File: src/rtl/wrms_pkg.sv
// Package for the windowed RMS level meter: field widths, reset values and
// the request and status records passed between the top level and the root unit.
// Depends on nothing.
package wrms_pkg;

    localparam int SAMPLE_W     = 16;
    localparam int CNT_W        = 16;
    localparam int SUM_W        = 46;
    localparam int PROD_W       = 32;
    localparam int MEAN_W       = 32;
    localparam int ROOT_W       = 16;
    localparam int DIV_REM_W    = CNT_W;
    localparam int SQ_REM_W     = ROOT_W + 2;
    localparam int STEP_CNT_W   = 6;
    localparam int MUL_CNT_W    = 4;

    localparam logic [CNT_W-1:0]      WINDOW_RESET = CNT_W'(735);
    localparam logic [ROOT_W-1:0]     ROOT_MAX     = ROOT_W'(32768);
    localparam logic [STEP_CNT_W-1:0] DIV_LAST     = STEP_CNT_W'(SUM_W - 1);
    localparam logic [STEP_CNT_W-1:0] SQRT_LAST    = STEP_CNT_W'(MEAN_W / 2 - 1);
    localparam logic [MUL_CNT_W-1:0]  MUL_LAST     = MUL_CNT_W'(SAMPLE_W - 1);

    // Request from the accumulator to the mean and root unit.
    typedef struct packed {
        logic                 start;
        logic [SUM_W-1:0]     dividend;
        logic [CNT_W-1:0]     divisor;
    } wrms_req_t;

    // Status returned by the mean and root unit.
    typedef struct packed {
        logic                 done;
        logic [ROOT_W-1:0]    root;
    } wrms_stat_t;

endpackage

File: src/rtl/windowed_rms_level_meter.sv
// Top level of the windowed RMS level meter: serial squarer, window
// accumulator, output register. Uses wrms_pkg and wrms_mean_root.
//
// Channel        Direction  Handshake                                  Payload
// window_length  in         window_length_valid / window_length_ready  window_length[15:0]
// sample         in         sample_valid / sample_ready                sample[15:0] signed
// rms_level      out        rms_level_valid / rms_level_ready          rms_level[15:0]
//
// A sample is accepted in the idle state, squared in the shift-add squarer,
// then added into the window sum. A sample that closes the window then goes
// through the bit-serial divider and the square root before its level is handed over.
// Reset clears the window sum and count and sets window_length to 735.
// A level waiting in the output register does not stop the next samples; the
// block only stalls if a second level is ready before the first is taken.
module windowed_rms_level_meter
    import wrms_pkg::*;
(
    input  logic                       clk,
    input  logic                       rst_n,
    input  logic                       window_length_valid,
    output logic                       window_length_ready,
    input  logic [CNT_W-1:0]           window_length,
    input  logic                       sample_valid,
    output logic                       sample_ready,
    input  logic signed [SAMPLE_W-1:0] sample,
    output logic                       rms_level_valid,
    input  logic                       rms_level_ready,
    output logic [ROOT_W-1:0]          rms_level
);

    typedef enum logic [4:0] {
        ST_IDLE = 5'b00001,
        ST_MUL  = 5'b00010,
        ST_ACC  = 5'b00100,
        ST_ROOT = 5'b01000,
        ST_OUT  = 5'b10000
    } top_state_t;

    top_state_t              state_reg, state_next;
    logic [MUL_CNT_W-1:0]    mul_cnt_reg, mul_cnt_next;
    logic [SAMPLE_W-1:0]     mag_reg, mag_next;
    logic [PROD_W-1:0]       prod_reg, prod_next;
    logic [SUM_W-1:0]        sum_reg, sum_next;
    logic [CNT_W-1:0]        count_reg, count_next;
    logic [CNT_W-1:0]        window_reg;
    logic [ROOT_W-1:0]       hold_reg, hold_next;
    logic                    out_valid_reg, out_valid_next;
    logic [ROOT_W-1:0]       out_level_reg, out_level_next;

    logic [SAMPLE_W-1:0]     sample_mag;
    logic [SAMPLE_W:0]       mul_add;
    logic [SUM_W-1:0]        sum_new;
    logic [CNT_W-1:0]        count_new;
    logic                    window_close;
    logic                    out_free;

    wrms_req_t               req;
    wrms_stat_t              stat;

    // Magnitude of the two's complement sample; full-scale negative gives 0x8000.
    assign sample_mag = sample[SAMPLE_W-1] ? (~sample + SAMPLE_W'(1)) : sample;

    // One shift-add step of the squarer, and the window update.
    always_comb
    begin
        mul_add      = {1'b0, prod_reg[PROD_W-1 -: SAMPLE_W]}
                       + (prod_reg[0] ? {1'b0, mag_reg} : '0);
        sum_new      = sum_reg + {{(SUM_W - PROD_W){1'b0}}, prod_reg};
        count_new    = count_reg + CNT_W'(1);
        window_close = (count_new >= window_reg);
        out_free     = !out_valid_reg || rms_level_ready;
    end

    assign req.start    = (state_reg == ST_ACC) && window_close;
    assign req.dividend = sum_new;
    assign req.divisor  = count_new;

    // Sample sequencer.
    always_comb
    begin
        state_next     = state_reg;
        mul_cnt_next   = mul_cnt_reg;
        mag_next       = mag_reg;
        prod_next      = prod_reg;
        sum_next       = sum_reg;
        count_next     = count_reg;
        hold_next      = hold_reg;
        out_valid_next = out_valid_reg && !rms_level_ready;
        out_level_next = out_level_reg;
        case (state_reg)
            ST_IDLE:
            begin
                if (sample_valid)
                begin
                    mag_next     = sample_mag;
                    prod_next    = {{(PROD_W - SAMPLE_W){1'b0}}, sample_mag};
                    mul_cnt_next = MUL_LAST;
                    state_next   = ST_MUL;
                end
            end
            ST_MUL:
            begin
                prod_next = {mul_add, prod_reg[SAMPLE_W-1:1]};
                if (mul_cnt_reg == '0)
                begin
                    state_next = ST_ACC;
                end
                else
                begin
                    mul_cnt_next = mul_cnt_reg - MUL_CNT_W'(1);
                end
            end
            ST_ACC:
            begin
                if (window_close)
                begin
                    sum_next   = '0;
                    count_next = '0;
                    state_next = ST_ROOT;
                end
                else
                begin
                    sum_next   = sum_new;
                    count_next = count_new;
                    state_next = ST_IDLE;
                end
            end
            ST_ROOT:
            begin
                if (stat.done)
                begin
                    hold_next  = stat.root;
                    state_next = ST_OUT;
                end
            end
            ST_OUT:
            begin
                if (out_free)
                begin
                    out_valid_next = 1'b1;
                    out_level_next = hold_reg;
                    state_next     = ST_IDLE;
                end
            end
            default:
            begin
                state_next = ST_IDLE;
            end
        endcase
    end

    always_ff @(posedge clk or negedge rst_n)
    begin
        if (!rst_n)
        begin
            state_reg     <= ST_IDLE;
            mul_cnt_reg   <= '0;
            sum_reg       <= '0;
            count_reg     <= '0;
            window_reg    <= WINDOW_RESET;
            out_valid_reg <= 1'b0;
        end
        else
        begin
            state_reg     <= state_next;
            mul_cnt_reg   <= mul_cnt_next;
            sum_reg       <= sum_next;
            count_reg     <= count_next;
            out_valid_reg <= out_valid_next;
            if (window_length_valid)
            begin
                window_reg <= window_length;
            end
        end
    end

    // Payload registers carry no reset.
    always_ff @(posedge clk)
    begin
        mag_reg       <= mag_next;
        prod_reg      <= prod_next;
        hold_reg      <= hold_next;
        out_level_reg <= out_level_next;
    end

    wrms_mean_root u_mean_root
    (
        .clk   (clk),
        .rst_n (rst_n),
        .req   (req),
        .stat  (stat)
    );

    assign window_length_ready = 1'b1;
    assign sample_ready        = (state_reg == ST_IDLE);
    assign rms_level_valid     = out_valid_reg;
    assign rms_level           = out_level_reg;

`ifndef SYNTHESIS
    // The root unit only reports back while the sequencer waits for it.
    assert property (@(posedge clk) disable iff (!rst_n)
        stat.done |-> state_reg == ST_ROOT)
        else $error("root result outside the wait state");

    // Closing a window clears the sum and the count.
    assert property (@(posedge clk) disable iff (!rst_n)
        req.start |=> state_reg == ST_ROOT && sum_reg == '0 && count_reg == '0)
        else $error("window not cleared on close");

    // A delivered level never exceeds full scale.
    assert property (@(posedge clk) disable iff (!rst_n)
        out_valid_reg |-> out_level_reg <= ROOT_MAX)
        else $error("level beyond full scale");
`endif

endmodule

File: src/rtl/wrms_mean_root.sv
// Mean and root unit: bit-serial restoring division of the window sum by the
// sample count, then a two-bit-per-step integer square root. Uses wrms_pkg.
module wrms_mean_root
    import wrms_pkg::*;
(
    input  logic       clk,
    input  logic       rst_n,
    input  wrms_req_t  req,
    output wrms_stat_t stat
);

    typedef enum logic [3:0] {
        U_IDLE = 4'b0001,
        U_DIV  = 4'b0010,
        U_SQRT = 4'b0100,
        U_DONE = 4'b1000
    } unit_state_t;

    unit_state_t               state_reg, state_next;
    logic [STEP_CNT_W-1:0]     step_reg, step_next;
    logic [SUM_W-1:0]          dq_reg, dq_next;
    logic [CNT_W-1:0]          divisor_reg, divisor_next;
    logic [DIV_REM_W-1:0]      div_rem_reg, div_rem_next;
    logic [MEAN_W-1:0]         rad_reg, rad_next;
    logic [SQ_REM_W-1:0]       sq_rem_reg, sq_rem_next;
    logic [ROOT_W-1:0]         root_reg, root_next;

    // One division step: shift the next dividend bit into the remainder.
    logic [DIV_REM_W:0]        div_shift;
    logic [DIV_REM_W:0]        div_diff;
    logic                      div_ge;

    // One root step: bring down two radicand bits and try the next root bit.
    logic [SQ_REM_W+1:0]       sq_shift;
    logic [SQ_REM_W+1:0]       sq_trial;
    logic [SQ_REM_W+1:0]       sq_diff;
    logic                      sq_ge;

    always_comb
    begin
        div_shift = {div_rem_reg, dq_reg[SUM_W-1]};
        div_diff  = div_shift - {1'b0, divisor_reg};
        div_ge    = (div_shift >= {1'b0, divisor_reg});

        sq_shift  = {sq_rem_reg, rad_reg[MEAN_W-1 -: 2]};
        sq_trial  = {2'b00, root_reg, 2'b01};
        sq_diff   = sq_shift - sq_trial;
        sq_ge     = (sq_shift >= sq_trial);
    end

    // Sequencer for the two serial passes.
    always_comb
    begin
        state_next   = state_reg;
        step_next    = step_reg;
        dq_next      = dq_reg;
        divisor_next = divisor_reg;
        div_rem_next = div_rem_reg;
        rad_next     = rad_reg;
        sq_rem_next  = sq_rem_reg;
        root_next    = root_reg;
        case (state_reg)
            U_IDLE:
            begin
                if (req.start)
                begin
                    dq_next      = req.dividend;
                    divisor_next = req.divisor;
                    div_rem_next = '0;
                    step_next    = DIV_LAST;
                    state_next   = U_DIV;
                end
            end
            U_DIV:
            begin
                div_rem_next = div_ge ? div_diff[DIV_REM_W-1:0] : div_shift[DIV_REM_W-1:0];
                dq_next      = {dq_reg[SUM_W-2:0], div_ge};
                if (step_reg == '0)
                begin
                    rad_next    = dq_next[MEAN_W-1:0];
                    sq_rem_next = '0;
                    root_next   = '0;
                    step_next   = SQRT_LAST;
                    state_next  = U_SQRT;
                end
                else
                begin
                    step_next = step_reg - STEP_CNT_W'(1);
                end
            end
            U_SQRT:
            begin
                sq_rem_next = sq_ge ? sq_diff[SQ_REM_W-1:0] : sq_shift[SQ_REM_W-1:0];
                root_next   = {root_reg[ROOT_W-2:0], sq_ge};
                rad_next    = {rad_reg[MEAN_W-3:0], 2'b00};
                if (step_reg == '0)
                begin
                    state_next = U_DONE;
                end
                else
                begin
                    step_next = step_reg - STEP_CNT_W'(1);
                end
            end
            U_DONE:
            begin
                state_next = U_IDLE;
            end
            default:
            begin
                state_next = U_IDLE;
            end
        endcase
    end

    always_ff @(posedge clk or negedge rst_n)
    begin
        if (!rst_n)
        begin
            state_reg <= U_IDLE;
            step_reg  <= '0;
        end
        else
        begin
            state_reg <= state_next;
            step_reg  <= step_next;
        end
    end

    // Datapath registers carry no reset.
    always_ff @(posedge clk)
    begin
        dq_reg      <= dq_next;
        divisor_reg <= divisor_next;
        div_rem_reg <= div_rem_next;
        rad_reg     <= rad_next;
        sq_rem_reg  <= sq_rem_next;
        root_reg    <= root_next;
    end

    assign stat.done = (state_reg == U_DONE);
    assign stat.root = root_reg;

`ifndef SYNTHESIS
    // A new request only arrives while the unit is free.
    assert property (@(posedge clk) disable iff (!rst_n)
        req.start |-> state_reg == U_IDLE)
        else $error("root unit started while busy");

    // The mean never exceeds full scale squared, so the root stays in range.
    assert property (@(posedge clk) disable iff (!rst_n)
        stat.done |-> stat.root <= ROOT_MAX)
        else $error("root beyond full scale");

    // Division leaves a remainder below the divisor.
    assert property (@(posedge clk) disable iff (!rst_n)
        (state_reg == U_SQRT && $past(state_reg) == U_DIV) |-> div_rem_reg < divisor_reg)
        else $error("division remainder out of range");
`endif

endmodule
File: config.mk
export PLATFORM = sky130hd
export DESIGN_NAME = windowed_rms_level_meter
export DESIGN_NICKNAME = d
export VERILOG_FILES = /design/src/rtl/wrms_pkg.sv /design/src/rtl/windowed_rms_level_meter.sv /design/src/rtl/wrms_mean_root.sv
export SDC_FILE = /design/constraint.sdc
export NUM_CORES = 1
export LEC_CHECK = 0
export CORE_ASPECT_RATIO = 0.5
export CORE_UTILIZATION = 41
export DETAILED_ROUTE_END_ITERATION = 7
export DONT_BUFFER_PORTS = 1
export GPL_ROUTABILITY_DRIVEN = 0
export PLACE_DENSITY = 0.62
export SLEW_MARGIN = 10
export SYNTH_ARGS = -nofsm -noshare
export SYNTH_HDL_FRONTEND = slang
export SYNTH_SLANG_ARGS = --single-unit
File: constraint.sdc
create_clock -name clk -period 16.6 [get_ports clk]
set_input_delay 4.15 -clock clk [delete_from_list [all_inputs] [get_ports clk]]
set_output_delay 4.15 -clock clk [all_outputs]
set_load 0.02 [all_outputs]
==> flow_summary.ini <==
[routing]
wl_per_cell_um = 16.4
drc_errors = 0
dr.pass1.iters = 5
dr_total_vias = 12600
drt-vias-per-instance = 5.34
ant_nets = 0
drtIter0Drc = 718
postRouteWirelength_mm = 38.6

[clocking]
ctsResizeCount = 0
htreeDepth = 1
cts_hold_buf = 0
numCtsBuffers = 31
clock_latency_ps = 600
clk_pin_slew_ps = 70
root_buffer = clkbuf_16
cts_num_sinks = 322
cts_setup_buffers = 0
cts_max_path_buffers = 3
cts_tree = done

[setup_path]
crit_buf_inv = 0
arrival_ps = 2190
reg2regPathDepth = 17
r2r_end = u_mean_root.dq_reg[0]
critPathTopFamily = simple AND/OR/NAND/NOR gates
start_kind = flop
critPathCaptureType = output port
worstPathCellList = or3_1 -> nor3b_1
r2r_slack_ps = 11270
cpPeakStageDelay_ps = 810
cp.required_ps = 12450
slowest_stage = nor3b_1
timing.rr.start = count_reg[0]
path_class = flop to output port
critPathMaxFanout = 4

[min_path]
hold_end = rms_level[7]
hp-class = flop to flop
hold_start = hold_reg[7]
hold_depth = 0

[die]
die_height_um = 150
dieArea_mm2 = 0.0446
die_w_um = 298
fp-row-count = 53
start_util_pct = 42.1
coreArea_mm2 = 0.0426
ios = 56

[global_route]
grt_overflow = 0
grt_pass1_vias = 12100
grt_usage_pct = 17.4
grt_max_degree = 99
grt_pass1_wl_mm = 63.1
antenna_found_initial = 1

[pwr]
p_sw_share_pct = 35.3
seq_power_share_pct = 40.1
power.switching_uw = 956
power_mw = 2.71
intPower_mw = 1.75
peakVddDrop_mv = 0.0788
clkPwrFrac_pct = 26.3
combPwrFrac_pct = 33.6
p_leak_nw = 7.90
p_per_area_mw_per_mm2 = 139

[sta]
rsz0062_at_grt = no
setup_violations = 0
fin_setup_tns_ps = 0
slew-limit-headroom_pct = 34.5
whs_ps = 420
hold_viol = 0
timing.fmax_mhz = 158
finClkSkew_ps = 21.4
fin_crit_sh_pct = 38.2
maxSlewViolCount = 0
min_period_ps = 6340
worst_pin_slew_ps = 976

[placement]
hpwl_mm = 26.7
placed_cell_area_mm2 = 0.0185
io_buffers = 0

[final_layout]
layout-drive-gt1-share_pct = 5.74
final_area_mm2 = 0.0195
insertedDiodeCount = 0
syn2layout_area_growth_pct = 8.88
fin_nets = 1894

[yosys]
ys_async_sr_fraction_pct = 30.4
syn_avg_cell_area_um2 = 10.1
synth-main-ff-cell = edfxtp_1
syn_area_mm2 = 0.0179
synth_seq_cells = 322
synth_cell_types = 80
seq_area_frac_synth_pct = 51.3
synthCells = 1773
synth_edf_count = 224
syn-num-nets = 1915
synth_warnings = 0

[outcome]
outcome = completed

[job]
drv_cap = 0
-- cell usage after synthesis (4+ instances only) --
| library cell | count | area share (%) |
|---|---|---|
| o21ai_1 | 4 | 0.11 |
| or4_1 | 6 | 0.25 |
| inv_1 | 88 | 1.8 |
| o21ai_0 | 136 | 3.8 |
| o21a_1 | 14 | 0.59 |
| nor3_1 | 20 | 0.56 |
| nand2_1 | 284 | 5.9 |
| a2111oi_0 | 5 | 0.24 |
| a211o_1 | 4 | 0.20 |
| ha_1 | 102 | 7.1 |
| a211oi_1 | 14 | 0.59 |
| mux2_2 | 5 | 0.31 |
| nand3b_1 | 6 | 0.25 |
| a31oi_1 | 17 | 0.59 |
| dfrtp_1 | 88 | 12 |
| nor3b_1 | 7 | 0.29 |
| nand2b_1 | 14 | 0.49 |
| or3_1 | 24 | 0.84 |
| dfstp_2 | 10 | 1.5 |
| xnor2_1 | 61 | 3.0 |
| xor2_1 | 32 | 1.6 |
| a21o_1 | 41 | 1.7 |
| nor4_1 | 8 | 0.28 |
| and2_1 | 26 | 0.91 |
| o211ai_1 | 10 | 0.42 |
| nor2_1 | 154 | 3.2 |
| o31ai_1 | 34 | 1.4 |
| and3_1 | 18 | 0.63 |
| o21bai_1 | 5 | 0.21 |
| buf_2 | 4 | 0.11 |
| nor2b_1 | 18 | 0.63 |
| mux2i_1 | 26 | 1.5 |
| o41ai_1 | 8 | 0.39 |
| clkbuf_1 | 56 | 1.2 |
| nand3_1 | 31 | 0.87 |
| a21oi_1 | 80 | 2.2 |
| nand4_1 | 13 | 0.45 |
| edfxtp_1 | 224 | 38 |
| buf_1 | 6 | 0.13 |
-- routing by layer --
layer	global-route usage [%]	vias up	share of wire (%)
met5	0	-	0
met4	3.63	0	1.7
met3	2.67	46	3.9
met2	28.8	177	45
met1	24.4	6031	49
li1	-	6321	-
-- how the worst max path moves through the flow --
| stage | to | cells past startpoint | slack, ps | from |
|---|---|---|---|---|
| after global placement | prod_reg[14] | 6 | 10870 | sample[5] |
| after global routing | sample_ready | 2 | 10120 | state_reg[3] |
| final | sample_ready | 2 | 10260 | state_reg[3] |
| after floorplan | u_mean_root.div_rem_reg[0] | 15 | 10900 | count_reg[0] |
| after CTS | sample_ready | 2 | 10210 | state_reg[3] |
| after detailed placement | prod_reg[14] | 6 | 10850 | sample[5] |
-- placed cells by master (no fill, tap or decap), types with 41 or more instances in the layout --
cell / count
ha_1: 102
inv_1: 88
a21o_1: 41
a21oi_1: 79
nand2_1: 283
nor2_1: 153
edfxtp_1: 224
xnor2_1: 61
dfrtp_1: 88
o21ai_0: 136
-- logic make-up after synthesis --
logic type	Yosys count	share of synthesized area [%]
and+or+nand+nor	646	16.5
other	1	0.0209
muxes	31	1.77
xor gates and xnor gates	93	4.54
DFF	322	51.3
adders and majority gates	105	7.45
buffers and inverters	158	3.46
AOI/OAI and AO/OA	417	15.0
-- per-stage QoR --
stage / worst slack (ps) / util, % / std cells
6_report: 10260 / 45.9 / 2354
3_5_place_dp: 10850 / 43.5 / 2296
2_1_floorplan: 10900 / - / 1773
5_1_grt: 10120 / 45.9 / 2354
3_3_place_gp: 10870 / 43.5 / 2296
4_1_cts: 10210 / 45.9 / 2354
-- layout make-up --
cell class	instances	area [µm²]
inverter	88	330
multi-input combinational	1293	8160
tap	577	722
fill	4046	23100
timing repair buffer	16	120
clock inverter	18	185
clock buffer	40	810
sequential	322	9190
-- power by group through the flow --
stage	clock network (mW)	logic, mW	registers, mW
finish	0.712	0.909	1.09
global route	0.766	1.02	1.10
CTS	0.733	0.911	1.09
detailed placement	0	0.906	1.10
global placement	0	0.900	1.10
floorplan	0	0.705	1.06
No activity file was read; power rests on OpenSTA's default activity.
